**src/design/smf_pkg.sv**
```systemverilog
package smf_pkg;

	localparam int MAX_WINDOW = 16;
	localparam int SAMPLE_W   = 16;
	localparam int CFG_W      = 5;
	localparam int IDX_W      = $clog2(MAX_WINDOW);
	localparam int CNT_W      = $clog2(MAX_WINDOW + 1);
	localparam int BIT_W      = $clog2(SAMPLE_W);
	localparam int GRP_W      = 4;
	localparam int GRP_N      = (MAX_WINDOW + GRP_W - 1) / GRP_W;
	localparam logic [CFG_W-1:0] WIN_RESET = CFG_W'(16);

	typedef logic [MAX_WINDOW-1:0] lane_mask_t;

	// two-level count: small groups first, then the group sums
	function automatic logic [CNT_W-1:0] count_ones(input lane_mask_t v);
		logic [CNT_W-1:0] total;
		logic [CNT_W-1:0] grp;
		total = '0;
		for (int g = 0; g < GRP_N; g++) begin
			grp = '0;
			for (int b = 0; b < GRP_W; b++) begin
				if (g * GRP_W + b < MAX_WINDOW) begin
					grp = grp + CNT_W'(v[g * GRP_W + b]);
				end
			end
			total = total + grp;
		end
		return total;
	endfunction

endpackage

```
**src/design/sliding_median_filter_unit.sv**
```systemverilog
// Running median over the last window_length signed samples (1..16, reset 16;
// 0 acts as 1, larger values as 16). Each accepted request is written into the
// window and the element at rank count/2 of the stored samples is returned,
// the upper median for an even count; a window still filling uses only the
// samples seen so far. The rank is found bit-serially, MSB first, one result
// bit per cycle across all stored samples; the result is then loaded into the
// output register, and no new request is taken until that is done. The output
// register lets the next request enter while a result waits. A write of
// window_length clears the window unless a request is accepted in the same
// cycle; the user must write it only while idle: the block does not enforce it.
module sliding_median_filter_unit (
	input  logic                              clk,
	input  logic                              arst_n,
	input  logic                              in_valid,
	output logic                              in_stall,
	input  logic signed [smf_pkg::SAMPLE_W-1:0] sample_in,
	output logic                              out_valid,
	input  logic                              out_stall,
	output logic signed [smf_pkg::SAMPLE_W-1:0] median_out,
	input  logic                              cfg_wr_en,
	input  logic        [smf_pkg::CFG_W-1:0]    cfg_wr_data
);

	typedef enum logic [2:0] {
		ST_IDLE = 3'b001,
		ST_RUN  = 3'b010,
		ST_DONE = 3'b100
	} state_t;

	state_t                           state_q;
	logic [smf_pkg::CFG_W-1:0]        win_q;
	logic [smf_pkg::IDX_W-1:0]        wr_pos_q;
	logic [smf_pkg::CNT_W-1:0]        fill_q;
	logic [smf_pkg::SAMPLE_W-1:0]     store_q [smf_pkg::MAX_WINDOW];
	smf_pkg::lane_mask_t              mask_q;
	logic [smf_pkg::CNT_W-1:0]        rank_q;
	logic [smf_pkg::BIT_W-1:0]        bit_q;
	logic [smf_pkg::SAMPLE_W-1:0]     res_q;
	logic                             out_valid_q;
	logic [smf_pkg::SAMPLE_W-1:0]     median_q;

	logic [smf_pkg::CNT_W-1:0]        eff_win;
	logic [smf_pkg::IDX_W-1:0]        pos_use;
	logic [smf_pkg::CNT_W-1:0]        pos_inc;
	logic [smf_pkg::IDX_W-1:0]        pos_next;
	logic [smf_pkg::CNT_W-1:0]        fill_next;
	smf_pkg::lane_mask_t              mask_init;
	smf_pkg::lane_mask_t              col;
	smf_pkg::lane_mask_t              zeros;
	logic [smf_pkg::CNT_W-1:0]        zero_cnt;
	logic                             msb;
	logic                             take0;
	logic                             accept;
	logic                             out_free;

	assign accept   = in_valid && (state_q == ST_IDLE);
	assign in_stall = (state_q != ST_IDLE);
	assign out_free = !out_valid_q || !out_stall;

	always_comb begin
		if (win_q == '0) begin
			eff_win = smf_pkg::CNT_W'(1);
		end else if (32'(win_q) > smf_pkg::MAX_WINDOW) begin
			eff_win = smf_pkg::CNT_W'(smf_pkg::MAX_WINDOW);
		end else begin
			eff_win = smf_pkg::CNT_W'(win_q);
		end
		pos_use  = (smf_pkg::CNT_W'(wr_pos_q) >= eff_win) ? '0 : wr_pos_q;
		pos_inc  = smf_pkg::CNT_W'(pos_use) + smf_pkg::CNT_W'(1);
		pos_next = (pos_inc >= eff_win) ? '0 : pos_inc[smf_pkg::IDX_W-1:0];
		fill_next = (fill_q < eff_win) ? fill_q + smf_pkg::CNT_W'(1) : eff_win;
		for (int i = 0; i < smf_pkg::MAX_WINDOW; i++) begin
			mask_init[i] = (smf_pkg::CNT_W'(i) < fill_next);
		end
	end

	// sign bit is inverted so that unsigned ranking gives signed order
	always_comb begin
		msb = (bit_q == smf_pkg::BIT_W'(smf_pkg::SAMPLE_W - 1));
		for (int i = 0; i < smf_pkg::MAX_WINDOW; i++) begin
			col[i] = store_q[i][smf_pkg::SAMPLE_W-1] ^ msb;
		end
		zeros    = mask_q & ~col;
		zero_cnt = smf_pkg::count_ones(zeros);
		take0    = (rank_q < zero_cnt);
	end

	always_ff @(posedge clk) begin
		if (accept) begin
			store_q[pos_use] <= sample_in;
		end else if (state_q == ST_RUN) begin
			for (int i = 0; i < smf_pkg::MAX_WINDOW; i++) begin
				store_q[i] <= {store_q[i][smf_pkg::SAMPLE_W-2:0],
					store_q[i][smf_pkg::SAMPLE_W-1]};
			end
		end
	end

	always_ff @(posedge clk) begin
		if (accept) begin
			mask_q <= mask_init;
			rank_q <= fill_next >> 1;
		end else if (state_q == ST_RUN) begin
			mask_q <= take0 ? zeros : (mask_q & col);
			rank_q <= take0 ? rank_q : rank_q - zero_cnt;
			res_q  <= {res_q[smf_pkg::SAMPLE_W-2:0], (!take0) ^ msb};
		end
	end

	always_ff @(posedge clk or negedge arst_n) begin
		if (!arst_n) begin
			state_q     <= ST_IDLE;
			win_q       <= smf_pkg::WIN_RESET;
			wr_pos_q    <= '0;
			fill_q      <= '0;
			bit_q       <= '0;
			out_valid_q <= 1'b0;
		end else begin
			if (state_q == ST_DONE && out_free) begin
				out_valid_q <= 1'b1;
			end else if (out_valid_q && !out_stall) begin
				out_valid_q <= 1'b0;
			end
			if (cfg_wr_en) begin
				win_q <= cfg_wr_data;
			end
			if (cfg_wr_en && !accept) begin
				wr_pos_q <= '0;
				fill_q   <= '0;
			end
			unique case (state_q)
				ST_IDLE: begin
					if (accept) begin
						wr_pos_q <= pos_next;
						fill_q   <= fill_next;
						bit_q    <= smf_pkg::BIT_W'(smf_pkg::SAMPLE_W - 1);
						state_q  <= ST_RUN;
					end
				end
				ST_RUN: begin
					bit_q <= bit_q - smf_pkg::BIT_W'(1);
					if (bit_q == '0) begin
						state_q <= ST_DONE;
					end
				end
				ST_DONE: begin
					if (out_free) begin
						state_q <= ST_IDLE;
					end
				end
				default: state_q <= ST_IDLE;
			endcase
		end
	end

	always_ff @(posedge clk) begin
		if (state_q == ST_DONE && out_free) begin
			median_q <= res_q;
		end
	end

	assign out_valid  = out_valid_q;
	assign median_out = median_q;

endmodule

```
**config.mk**
```make
export PLATFORM = sky130hd
export DESIGN_NAME = sliding_median_filter_unit
export DESIGN_NICKNAME = d
export VERILOG_FILES = /design/src/design/smf_pkg.sv /design/src/design/sliding_median_filter_unit.sv
export SDC_FILE = /design/constraint.sdc
export NUM_CORES = 1
export LEC_CHECK = 0
export ABC_AREA = 1
export BUFFER_PORTS_ARGS = -buffer_cell sky130_fd_sc_hd__buf_2
export CORE_ASPECT_RATIO = 1.5
export CORE_UTILIZATION = 35
export CTS_BUF_LIST = sky130_fd_sc_hd__clkbuf_2
export CTS_CLUSTER_DIAMETER = 100
export CTS_CLUSTER_SIZE = 30
export DETAILED_ROUTE_END_ITERATION = 8
export HOLD_SLACK_MARGIN = 0.06
export PLACE_DENSITY = 0.48
export SLEW_MARGIN = 10
export SYNTH_ARGS = -nofsm -noshare
export SYNTH_HDL_FRONTEND = slang
export SYNTH_SLANG_ARGS = --single-unit
```
**constraint.sdc**
```tcl
create_clock -name clk -period 6.7 [get_ports clk]
set_input_delay 1.34 -clock clk [delete_from_list [all_inputs] [get_ports clk]]
set_output_delay 1.34 -clock clk [all_outputs]
set_load 0.03 [all_outputs]
```
* Yosys cells after proc, flatten, opt, wreduce, memory -nomap -nowiden *
Memory sizes are Yosys's and may differ from the RTL's.
Index checks and enable logic that the tools add are counted.
Widths: inputs -> output; s select.

storage, ports and cells
  flip-flop bits (word level) = 75
  memory bits (writable) = 256
  output and inout bits = 18
  word-level logic and storage cells = 136
  memories kept = 1

cells by class
  add/subtract/negate cells = 19
  magnitude comparators = 21
  eq/ne operators = 9
  mux-type cells = 33
  bitwise operators = 22
  reductions and logical operators = 20

memory list
  memory   words  width  read ports  clocked after Yosys merged registers in  wr ports  RTL line                          text
  store_q  16     16     16          0                                        16        sliding_median_filter_unit.sv:34  logic [smf_pkg::SAMPLE_W-1:0] store_q [smf_pkg::MAX_WINDOW];

operators with widths
  cell                 number
  $mux 16              4
  $lt 4x5->1 const A   8
  $mux 4               10
  $and 16x16->16       2
  $mux 5               6
  $lt 3x5->1 const A   4
  $xor 1x1->1          17
  $add 3x1->4          4
  $not 16->16          1
  $reduce_or 16->1     1
  $add 2x1->3          4
  $add 5x4->5          2
  $lt 1x5->1 const A   2
  $lt 2x5->1 const A   2
  $lt 5x5->1           2
  $mux 3               3
  $pmux 3 s3           1
  $add 1x1->2          4
  $mux 1               8
  $pmux 4 s2           1
  $reduce_and 2->1     4
  $reduce_bool 2->1    3
  $add 4x1->5 const B  1
  $add 4x4->5          1
  20 further kinds     29

* Longest topological paths before layout *
  depth after elaboration = 14
  depth in mapped cells = 27

* Worst setup path after synthesis *
OpenSTA, ideal clock, no wires.

  kind = register to register
  start = reg bit_q[0] (netlist name)
  end = reg mask_q[11] (data pin)
  setup time = 0.264 ns
  data arrival time = 5.413 ns
  data required time = 6.436 ns
  slack = 1.024 ns
  stages on the path, launching flop included = 23
  path through = dfrtp_1 > ha_1 > nand3_2 > buf_4 > xor2_1 > nor2_1 > fa_1 > inv_1 > fa_1 > fa_1 > fa_1 > inv_1 > ha_1 > fa_1 > xnor2_1 > ha_1 > nand2_1 > nand2_1 > a221oi_1 > nand2_1 > buf_2 > o21ai_0 > nand3_1

on the way
  cells in the longest elaborated chain, start to end = 14
  elaborated cells on any way between the ends = 39
  those cells by class = 15 x add/sub; 1 x order compare; 1 x eq/ne; 3 x mux; 19 x bitwise

ends and longest elaborated chain
  element                    RTL line                           text
  from (decl)                sliding_median_filter_unit.sv:37   logic [smf_pkg::BIT_W-1:0] bit_q;
  from (signal assigned)     sliding_median_filter_unit.sv:136  bit_q <= smf_pkg::BIT_W'(smf_pkg::SAMPLE_W - 1);
  from (signal assigned)     sliding_median_filter_unit.sv:141  bit_q <= bit_q - smf_pkg::BIT_W'(1);
  $eq 4x4->1 *               sliding_median_filter_unit.sv:79   msb = (bit_q == smf_pkg::BIT_W'(smf_pkg::SAMPLE_W - 1));
  $xor 1x1->1                sliding_median_filter_unit.sv:81   col[i] = store_q[i][smf_pkg::SAMPLE_W-1] ^ msb;
  $not 16->16                sliding_median_filter_unit.sv:83   zeros = mask_q & ~col;
  $and 16x16->16             sliding_median_filter_unit.sv:83
  $add 1x1->2                smf_pkg.sv:24                      grp = grp + CNT_W'(v[g * GRP_W + b]);
  $add 2x1->3                smf_pkg.sv:24
  $add 3x1->4                smf_pkg.sv:24
  $add 4x4->5                smf_pkg.sv:27                      total = total + grp;
  $add 5x4->5 (2 in series)  smf_pkg.sv:27
  $lt 5x5->1                 sliding_median_filter_unit.sv:85   take0 = (rank_q < zero_cnt);
  $mux 16 *                  sliding_median_filter_unit.sv:104  mask_q <= take0 ? zeros : (mask_q & col);
  $mux 16 *                  sliding_median_filter_unit.sv:103  end else if (state_q == ST_RUN) begin
  $mux 16 *                  sliding_median_filter_unit.sv:100  if (accept) begin
  to (signal assigned)       sliding_median_filter_unit.sv:101  mask_q <= mask_init;
  to (signal assigned)       sliding_median_filter_unit.sv:104
  to (decl)                  sliding_median_filter_unit.sv:35   smf_pkg::lane_mask_t mask_q;

Mark *: on every way between the ends. The rest lies on a longest branch, timed or not. The select of a mux whose other input is x is not followed.
A chain may end at the register's enable or synchronous reset.

* Worst setup path in the final report *
Same ends and word-level chain as after synthesis.

==> metrics.md <==
| Metric | Value |
|---|---|
| Detailed Route Iter0 Violations | 753 |
| Worst setup SP type | register |
| Post-synthesis cell type count | 46 |
| Core ar. | 41200 sq um |
| Final Routed Wirelength | 31.6 mm |
| Seq/Total Area, Yosys | 67.1% |
| Global-route wire length before repair | 50.8 mm |
| Vertical die dimension | 253 microns |
| Most common cell in the netlist | nand2_1 |
| Total track usage | 15.4% |
| Signed area change from the synthesized netlist to the final layout | 6.59% |
| Count of max-cap constraint violations | 0 |
| Gp weighted congestion | 0.834 |
| Die X | 169 microns |
| Antenna violations before repair | 1 |
| Worst Tran Pin Value | 1.14 ns |
| CTS tree | done |
| Area leader, netlist | edfxtp_1 |
| Cells taking the most area after synthesis | edfxtp_1 (63%), nand2_1 (16%), dfrtp_1 (3.4%) |
| Number of hold buffers added after cts | 0 |
| Critical path peak fanout | 19 |
| Final setup vio count | 0 |
| Starting density of the core | 35.5% |
| Sinks on the clock net | 331 |
| Achievable frequency | 165 MHz |
| Ratio of cells with drive above 1 in the final layout | 9.78% |
| Ys async rst share | 6.65% |
| Worst Hold Class | in2async |
| DIE AREA | 42700 sq um |
| Footprint of the flip-flops and latches | 9820 sq um |
| Prevailing post-synth register cell | edfxtp_1 |
| CP endpoint kind | register |
| Final Cycle Share | 90.4% |
| Synthesized netlist net count | 1416 |
| TritonCTS Buffers | 15 |
| Non-Filler Instances | 1940 |
| Vias in the first global route | 8906 |
| Remaining design rule violation count | 0 |
| Unrepaired setup endpoints after global routing | no |
| Path type of the worst setup path | reg2reg |
| Number of buffers on the longest clock path | 3 |
| Syn Area/Cell | 10.9 sq um |
| Fin nets | 1443 |
| Detail Route Antenna Nets | 0 |
| Cell types with the highest counts after synthesis | nand2_1 (606), edfxtp_1 (308), inv_1 (91), o21ai_0 (58), buf_2 (43) |
| Number of endpoints with negative hold slack in the final report | 0 |
| Average detailed-routed wire length per instance | 16.3 microns |
| Total half-perimeter wirelength after legalization and detailed placement | 20.5 mm |
| Clock-pin slew on the worst setup and hold paths | 0.54 ns |
| Arr. time, crit path | 6.87 ns |
| Summed negative setup slack over all endpoints | 0 ns |
| Final min period | 6.06 ns |
| Run status | finished, final reports clean |
| Cell Rows | 91 |
| Combined area of the multi-input logic cells | 4200 sq um |
| Final design area excluding fillers | 15600 sq um |
| Final Skew | 0.0848 ns |
| Slew Limit Fails | 0 |
| Synth Warn # | 0 |
| Flip-flop and latch count after synthesis | 331 |
| Clock tree root driver cell | clkbuf_2 |
| Maximum number of pins on one net before global-route repair | 239 |
| Via density | 4.58 |
| Count of input and output buffers | 43 |
| I/O pin count | 44 |
| Post-Place Cell Area | 15500 sq um |
| Pre-antenna DRT Iters | 5 |
| Req. time, crit path | 7.51 ns |
| Remaining global-route overflow | 0 |
| Total instance count after detailed placement | 1917 |
| Source-to-sink clock delay at the later pin of the worst-skew pair | 0.99 ns |
| Number of vias in the routed layout | 8888 |
| Fillers | 4198 |
| Top-area cell type share of the netlist area | 63.1% |
| Gate Count Post-Synth | 1349 |
| Max-slew headroom | 24.3% |
| Synthesized cell area | 14600 sq um |
| Number of enable-type register cells in the synthesized netlist | 308 |
| H-Tree Level Count | 1 |
-- final cells by class --
| class | count | area share, % |
|---|---|---|
| well taps | 558 | 4.47 |
| clock inverters | 3 | 0.216 |
| clock buffers | 19 | 0.609 |
| flip-flops and latches | 331 | 62.9 |
| repair buffers | 65 | 2.52 |
| inverters | 98 | 2.37 |
| multi-input cells | 865 | 26.9 |
| diodes | 1 | 0.0160 |
-- kinds of logic (layout without fill, tap and decap cells) --
kind of cell	count (synthesis)	in the layout	share of synthesized area (%)
other	0	1	0
AO/OA/AOI/OAI	88	88	3.34
AND/OR/NAND/NOR	710	710	19.6
buffers and inverters	153	185	4.38
multiplexers	1	1	0.0769
flip-flops	331	331	67.1
adder cells (fa/ha/maj)	41	41	4.07
XOR/XNOR	25	25	1.49
-- critical path: stages, from the launching register on --
cell	delay, ns
dfrtp_1	0.52
ha_1	0.24
nand3_4	0.24
xor2_1	0.26
nor2_1	0.09
fa_1	0.54
inv_1	0.05
fa_1	0.48
fa_1	0.53
fa_1	0.56
inv_1	0.05
ha_1	0.22
fa_1	0.40
xnor2_1	0.15
ha_1	0.33
nand2_1	0.08
nand2_1	0.06
a221oi_1	0.26
nand2_1	0.26
buf_4	0.28
o21ai_0	0.18
nand3_1	0.09
-- final timing paths --
kind	startpoint	endpoint	slack, ns	cells after the start
setup / recovery	bit_q[0]$_DFFE_PN0P_	mask_q[11]$_DFFE_PP_	0.64	21
hold / removal	arst_n	fill_q[0]$_DFF_PN0_	0.23	1
hold reg to reg	store_q[9][0]$_DFFE_PP_	store_q[9][1]$_DFFE_PP_	0.48	2
max in group asynchronous	arst_n	wr_pos_q[2]$_DFF_PN0_	6.01	1
min in group clk	store_q[9][0]$_DFFE_PP_	store_q[9][1]$_DFFE_PP_	0.48	2
setup reg to reg	bit_q[0]$_DFFE_PN0P_	mask_q[11]$_DFFE_PP_	0.64	21
-- routing by layer --
metal / vias up / GRT usage, % / share of wire [%]
met1: 4307 / 19.2 / 43
li1: 4459 / - / -
met4: 0 / 4.45 / 2.2
met3: 31 / 1.35 / 2.1
met5: - / 0 / 0
met2: 91 / 28.0 / 52
-- sequential cells by signal (all words and copies together), names as in the netlist --
name	count
bit_q	4
fill_q	5
mask_q	16
median_out	16
out_valid	1
rank_q	5
res_q	16
state_q	3
store_q	256
win_q	5
wr_pos_q	4
-- cell usage in the layout (no fill, tap or decap), types with 2 or more instances in the layout --
cell	count
dfstp_2	2
ha_1	30
nand4_1	5
nand2_2	17
inv_2	5
nand3b_1	2
edfxtp_1	308
inv_8	3
nand2_4	5
buf_2	43
nor2_1	34
nand2_1	606
nand3_1	29
fa_1	11
xor2_1	21
buf_4	21
inv_1	91
clkbuf_2	19
dfrtp_1	20
o21ai_0	42
o21ai_2	2
o21ai_1	18
nand3_2	2
xnor2_1	4
nor2_2	4
a21oi_1	13
-- through the flow --
| step | hold slack (ns) | setup slack (ns) | util (%) |
|---|---|---|---|
| 2_1_floorplan | 0.400 | 1.02 | - |
| 3_3_place_gp | 0.405 | 0.654 | 37.5 |
| 3_5_place_dp | 0.416 | 0.539 | 37.5 |
| 4_1_cts | 0.168 | 0.463 | 37.9 |
| 5_1_grt | 0.176 | 0.153 | 37.9 |
| 6_report | 0.232 | 0.640 | 37.9 |
-- repair_timing --
item / in CTS / in global routing
buffers inserted: 0 / 0
setup endpoints to repair: 0 / 3
resized for setup: 0 / 1
Power is left out: the tool's default activity adds up to more than one toggle a clock period on the data nets, which glitch-free logic cannot reach.
